### src/hw/rtl/lbhc_ram.sv
`timescale 1ns / 1ps
// ---------------------------------------------------------------------------
// lbhc_ram
// Generic single-write, single-read RAM with registered read data.
// ---------------------------------------------------------------------------
module lbhc_ram #(
	parameter int WIDTH = 8,
	parameter int DEPTH = 16
) (
	input  logic                     clk,
	input  logic                     wr_en,
	input  logic [$clog2(DEPTH)-1:0] wr_addr,
	input  logic [WIDTH-1:0]         wr_data,
	input  logic                     rd_en,
	input  logic [$clog2(DEPTH)-1:0] rd_addr,
	output logic [WIDTH-1:0]         rd_data
);

	logic [WIDTH-1:0] mem [DEPTH];

	// write port
	always_ff @(posedge clk) begin
		if (wr_en) begin
			mem[wr_addr] <= wr_data;
		end
	end

	// registered read port
	always_ff @(posedge clk) begin
		if (rd_en) begin
			rd_data <= mem[rd_addr];
		end
	end

endmodule

### config.mk
export PLATFORM = sky130hd
export DESIGN_NAME = lbhc_ram
export DESIGN_NICKNAME = d
export VERILOG_FILES = /design/src/hw/rtl/lbhc_ram.sv
export SDC_FILE = /design/constraint.sdc
export NUM_CORES = 1
export LEC_CHECK = 0
export ABC_AREA = 1
export ABC_CLOCK_PERIOD_IN_PS = 1050
export BUFFER_PORTS_ARGS = -buffer_cell sky130_fd_sc_hd__clkbuf_2
export CAP_MARGIN = 5
export CORE_UTILIZATION = 55
export DETAILED_ROUTE_END_ITERATION = 8
export PLACE_DENSITY = 0.75
export SLEW_MARGIN = 20
export SYNTH_ARGS = -nofsm -noshare
export SYNTH_HDL_FRONTEND = slang
export SYNTH_SLANG_ARGS = --single-unit
### constraint.sdc
create_clock -name clk -period 1.05 [get_ports clk]
set_input_delay 0.1575 -clock clk [delete_from_list [all_inputs] [get_ports clk]]
set_output_delay 0.1575 -clock clk [all_outputs]
set_load 0.05 [all_outputs]
==> results.toml, run 1 <==
[hold_path]
min-delay-path-class = "input pin to register"

[floorplan]
initial_utilization_pct = 56.6
die_height_um = 105
fp.coreArea_mm2 = 0.0103
design.portCount = 27
floorplan.die.width_um = 105
die_area_mm2 = 0.0110
fp-row-count = 37

[detailed_routing]
drc = 0
via_count = 4195
firstDrtPassIters = 5
detail_route.vias_per_cell = 5.56
drt-initial-drc-count = 384
wl_per_cell_um = 19.2
finalWirelength_mm = 14.5
ant_nets = 0

[logic_synthesis]
synth.cell_area_mm2 = 0.00585
yosys.area.top_type_share_pct = 69.8
ys_types = 11
synth.net_count = 570
synth.yosys.seq_area_share_pct = 69.8
postSynthRegisterBits = 136
synth-warning-count = 0
syn_area_per_cell_um2 = 10.6
synth_top_area_cell = "sky130_fd_sc_hd__edfxtp_1"
synthesis.instances = 551
top_cells_by_area_synth = "sky130_fd_sc_hd__edfxtp_1, sky130_fd_sc_hd__nand2_1, sky130_fd_sc_hd__nand3_1"

[grt]
grt_most_used_layer = "met2"
grt_max_degree = 34
track_usage_pct = 27.4
groute.layer.met3.usage_pct = 6.61
grt_pass1_vias = 4071
grt_antenna_before_repair = 0
globalRouteMet1Util_pct = 34.6
use_met2_pct = 44.9
globalRoute.totalOverflow = 0
grt_first_pass_wirelength_mm = 21.7

[worst_setup_path]
critPathLaunch = "rd_data[1]"
stages_on_worst_setup_path = 1
cp_cell_sequence = "buf_8"
critical_path_class = "register to output port"
regToRegStartpoint = "mem[1][6]"
path_delay_family = "flip-flops"
critPathMaxStageDelay_ns = 0.45
reg2reg_to = "rd_data[6]"
critical_path_buf_inv_count = 1
worst_setup_path_end_kind = "output port"
critical_path.slowest_cell = "sky130_fd_sc_hd__edfxtp_1"
end_point_of_the_critical_path = "rd_data[1]"
worst_r2r_path_depth = 6
critical_path.max_fanout = 1
reg2reg_slack_ns = -0.12
crit_path_start_kind = "register"
cp.required_ns = 0.89
worst_ep_arrival_time_ns = 1.15

[final_layout]
synthToLayoutAreaGrowth_pct = 24.4
final_nets = 624
antenna-diode-count = 0
fill_cells = 712
total_area_of_multi_input_combinational_cells_mm2 = 0.00151
leading_cell_types_in_the_layout_fill_and_taps_excluded = "sky130_fd_sc_hd__nand2_1, sky130_fd_sc_hd__edfxtp_1, sky130_fd_sc_hd__inv_1"
fraction_of_layout_cells_with_a_size_suffix_above_1_pct = 24.6
layout.cells.most_common = "sky130_fd_sc_hd__nand2_1"
area.sequential_mm2 = 0.00408

[timing]
hold_ws_ns = 0.0556
finalSetupViolations = 16
timing.final.crit_share_pct = 125
achievable-frequency_mhz = 762
rsz0062_at_grt = "yes"
finClkSkew_ns = 0.00589
slew_violations = 0
slew_headroom_pct = 67.3
finalWorstPathRequiredPeriod_ns = 1.31
post-route-worst-setup-slack_ns = -0.262
worstMarginPinSlew_ns = 0.490
finalHoldViolations = 0

[pwr]
power.share.combinational_pct = 8.3
totalPowerFinal_w = 0.0130
power.net_switching_w = 0.00294
vdd_ir_drop_max_uv = 1370
power_per_cell_area_mw_per_mm2 = 1790
p_leak_nw = 3.14
power.sequential.fraction_pct = 47.4
power_report.internal_total_w = 0.0101
sw_frac_of_total_pct = 22.6
power.share.clock_pct = 44.4

[run_status]
violated_checks = "setup timing"
run_status = "finished, violations left"

[clocking]
clock_tree.htree_level_count = 4
clock_insertion_delay_worst_skew_ns = 0.52
clk_transition_reported_paths_ns = 0.06
tritoncts = "yes"
clk_path_buf_depth = 2
cts_inserted_buffers = 17
cts.root.buffer_cell = "sky130_fd_sc_hd__clkbuf_8"
numClockSinks = 136

[placement]
gp_congestion = 0.891
numPortBuffers = 26
dp_hpwl_mm = 8.33

[job]
drv_cap = 0
-- Yosys cell counts --
cell type                  count
sky130_fd_sc_hd__buf_1         1
sky130_fd_sc_hd__buf_2        13
sky130_fd_sc_hd__buf_4         4
sky130_fd_sc_hd__buf_6         6
sky130_fd_sc_hd__edfxtp_1    136
sky130_fd_sc_hd__inv_1       100
sky130_fd_sc_hd__inv_2         2
sky130_fd_sc_hd__nand2_1     173
sky130_fd_sc_hd__nand3_1      97
sky130_fd_sc_hd__nand3b_1      2
sky130_fd_sc_hd__nor2_1       17
-- worst min-delay path by stage --
stage | start | endpoint | slack, ns | depth (start not counted)
floorplan | wr_data[0] | mem[0][0] | 0.26 | 0
global placement | rd_en | rd_data[4] | 0.54 | 1
finish | rd_en | rd_data[7] | 0.06 | 1
global route | rd_en | rd_data[7] | 0.03 | 1
detailed placement | rd_en | rd_data[7] | 0.57 | 1
CTS | rd_en | rd_data[7] | 0.04 | 1
-- registers in the layout (all words and copies together), names as in the netlist --
register	count
rd_data	8
mem	128
-- per-layer routing --
layer  vias to the layer above  wire [um]
met2                       244       7360
li1                       1894          -
met4                         0        473
met5                         -          0
met1                      2016       5200
met3                        41       1430
-- area by class of cell --
class	count	share of cell area [%]
well taps	136	2.34
multi-input cells	289	20.7
repair buffers	59	7.60
flip-flops and latches	136	56.1
clock buffers	19	5.80
inverters	102	5.26
clock inverters	13	2.12
-- metrics by stage --
step / cell area [um2] / worst slack, ns / utilization, % / instances / setup TNS (ns)
finish: 7270 / -0.262 / 70.5 / 754 / -2.26
detailed placement: 6340 / -0.370 / 61.4 / 722 / -11.92
global route: 7270 / -0.292 / 70.5 / 754 / -2.81
floorplan: 5860 / -0.0583 / - / 551 / -4.98
global placement: 6340 / -0.349 / 61.4 / 722 / -8.68
CTS: 7110 / -0.276 / 68.9 / 754 / -2.03
-- kinds of logic (layout without fill, tap and decap cells) --
family                 count (synthesis)  after routing  share of synthesized area [%]
and+or+nand+nor                      289            289                           20.8
buffers and inverters                126            193                           9.39
DFF                                  136            136                           69.8
-- what timing repair did --
| item | 4_1_cts | 5_1_grt |
|---|---|---|
| cloned | 0 | 0 |
| hold buffers | 0 | 0 |
| pin swaps | 27 | 21 |
| resized for setup | 42 | 42 |
| buffers inserted | 0 | 0 |
| endpoints found under the setup margin | 16 | 16 |
| hold endpoints to repair | 0 | 0 |
-- power groups by stage --
stage | clock (W) | sequential, W | combinational [W]
final | 0.00577 | 0.00617 | 0.00108
after detailed placement | 0 | 0.00627 | 0.000894
after global placement | 0 | 0.00626 | 0.000871
after floorplan | 0 | 0.00635 | 0.000432
after global routing | 0.00606 | 0.00617 | 0.00115
after CTS | 0.00580 | 0.00616 | 0.000988
Power figures use the tool's default switching activity.
==> inputs of run 2 (changes only) <==
--- a/config.mk
+++ b/config.mk
@@ -12,6 +12,8 @@
 export CORE_UTILIZATION = 55
 export DETAILED_ROUTE_END_ITERATION = 8
 export PLACE_DENSITY = 0.75
+export REMOVE_ABC_BUFFERS = 1
+export SKIP_LAST_GASP = 1
 export SLEW_MARGIN = 20
 export SYNTH_ARGS = -nofsm -noshare
 export SYNTH_HDL_FRONTEND = slang
==> run 2 against run 1 <==
The run still ends with setup timing left. Via count shrank 3.7%. Die area is the same. Flip-flop and latch count is the same. Critical endpoint is now rd_data[4]. Largest power group is now clock.
==> results.toml, run 2 (same netlist as run 1, synthesis figures left out) <==
[timing]
finalSetupViolations = 16
finalWorstPathRequiredPeriod_ns = 1.31
timing.final.crit_share_pct = 125
finalHoldViolations = 0
worstMarginPinSlew_ns = 0.457
post-route-worst-setup-slack_ns = -0.260
finClkSkew_ns = 0.00376
hold_ws_ns = 0.0648
slew_violations = 0
achievable-frequency_mhz = 763
slew_headroom_pct = 69.5
rsz0062_at_grt = "yes"

[pwr]
vdd_ir_drop_max_uv = 1130
power_per_cell_area_mw_per_mm2 = 1840
p_leak_nw = 3.14

[detailed_routing]
via_count = 4041
route.met3.wl_mm = 1.02
drt-initial-drc-count = 346
met2_length_mm = 6.86
drc = 0
firstDrtPassIters = 5
wl_per_cell_um = 17.9
ant_nets = 0
highest-signal-layer = "met4"
finalWirelength_mm = 13.4
met1_length_mm = 5.22
detail_route.vias_per_cell = 5.39

[final_layout]
max_flop_register = "mem"
layout.cells.most_common = "sky130_fd_sc_hd__nand2_1"
total_area_of_multi_input_combinational_cells_mm2 = 0.00149
fill_cells = 656
synthToLayoutAreaGrowth_pct = 24.3
largest_register_ff_count = 128
area.sequential_mm2 = 0.00408
final_design_area_no_fill_mm2 = 0.00727
top_registers = "mem: 128 flops, rd_data: 8 flops"
fraction_of_layout_cells_with_a_size_suffix_above_1_pct = 24.3
leading_cell_types_in_the_layout_fill_and_taps_excluded = "sky130_fd_sc_hd__nand2_1, sky130_fd_sc_hd__edfxtp_1, sky130_fd_sc_hd__inv_1"
antenna-diode-count = 0
final_nets = 621

[clocking]
buffer_count_from_post_cts_setup_fixing = 0
clk_transition_reported_paths_ns = 0.06
clock_insertion_delay_worst_skew_ns = 0.53
clock_tree.htree_level_count = 4
clk_path_buf_depth = 2
tritoncts = "yes"
cts_inserted_buffers = 17
numClockSinks = 136
cts.root.buffer_cell = "sky130_fd_sc_hd__clkbuf_8"

[floorplan]
die_height_um = 105
floorplan.die.width_um = 105
design.portCount = 27
fp.coreArea_mm2 = 0.0103
initial_utilization_pct = 56.6
fp-row-count = 37
die_area_mm2 = 0.0110

[grt]
track_usage_pct = 25.9
grt_first_pass_wirelength_mm = 20.6
grt_pass1_vias = 3931
grt_max_degree = 60
grt_antenna_before_repair = 0
globalRoute.totalOverflow = 0

[worst_setup_path]
critical_path.max_fanout = 1
critical_path.slowest_cell = "sky130_fd_sc_hd__edfxtp_1"
path_delay_family = "flip-flops"
worst_ep_arrival_time_ns = 1.15
critical_path_buf_inv_count = 1
worst_setup_path_end_kind = "output port"
crit_path_start_kind = "register"
critPathMaxStageDelay_ns = 0.44
cp.required_ns = 0.89
cp_cell_sequence = "buf_8"
critical_path_class = "register to output port"

[placement]
placed_area_mm2 = 0.00629
gp_congestion = 0.820
numPortBuffers = 26
dp_hpwl_mm = 8.07

[job]
drv_cap = 0

[run_status]
violated_checks = "setup timing"
run_status = "finished, violations left"

[hold_path]
min-delay-path-class = "input pin to register"
## run 2: cell type report
cell class	count	share of cell area, %
Inverter	102	5.27
Timing Repair Buffer	56	7.13
Clock buffer	18	5.75
Multi-Input combinational cell	289	20.5
Tap cell	136	2.34
Sequential cell	136	56.2
Clock inverter	13	2.81
## run 2: through the flow
step / std cells / utilization [%] / setup WS (ns) / TNS (ns) / power, W
final: 750 / 70.4 / -0.260 / -2.05 / 0.0134
after floorplan: 527 / - / -0.228 / -6.50 / 0.00668
after global routing: 750 / 70.4 / -0.286 / -2.62 / 0.0137
after CTS: 750 / 68.8 / -0.284 / -1.99 / 0.0134
after global placement: 718 / 60.9 / -0.260 / -5.29 / 0.00710
after detailed placement: 718 / 60.9 / -0.320 / -7.02 / 0.00712
## run 2: layer usage
metal / track usage, % / up-vias
li1: - / 1885
met1: 32.9 / 1925
met2: 42.1 / 201
met3: 6.55 / 30
met4: 11.5 / 0
met5: 0 / -
## run 2: report_power, final
part           switching, W  total, W  internal [W]  leakage, nW
combinational      0.000680   0.00102      0.000339         1.61
clock               0.00214   0.00621       0.00407        0.294
sequential        0.0000393   0.00616       0.00612         1.24
total               0.00286    0.0134        0.0105         3.14
## run 2: what timing repair did
action | in CTS | in global routing
pin swaps | 16 | 32
resized for setup | 44 | 37
hold buffers | 1 | 0
endpoints found under the setup margin | 15 | 16
hold endpoints to repair | 8 | 0
## run 2: worst paths after layout
kind / slack (ns) / startpoint / cells after the start / to
setup / recovery: -0.26 / rd_data[4] / 1 / rd_data[4]
setup reg to reg: -0.08 / mem[11][3] / 6 / rd_data[3]
hold reg to reg: 0.74 / mem[1][2] / 6 / rd_data[2]
hold / removal: 0.06 / wr_data[7] / 1 / mem[11][7]
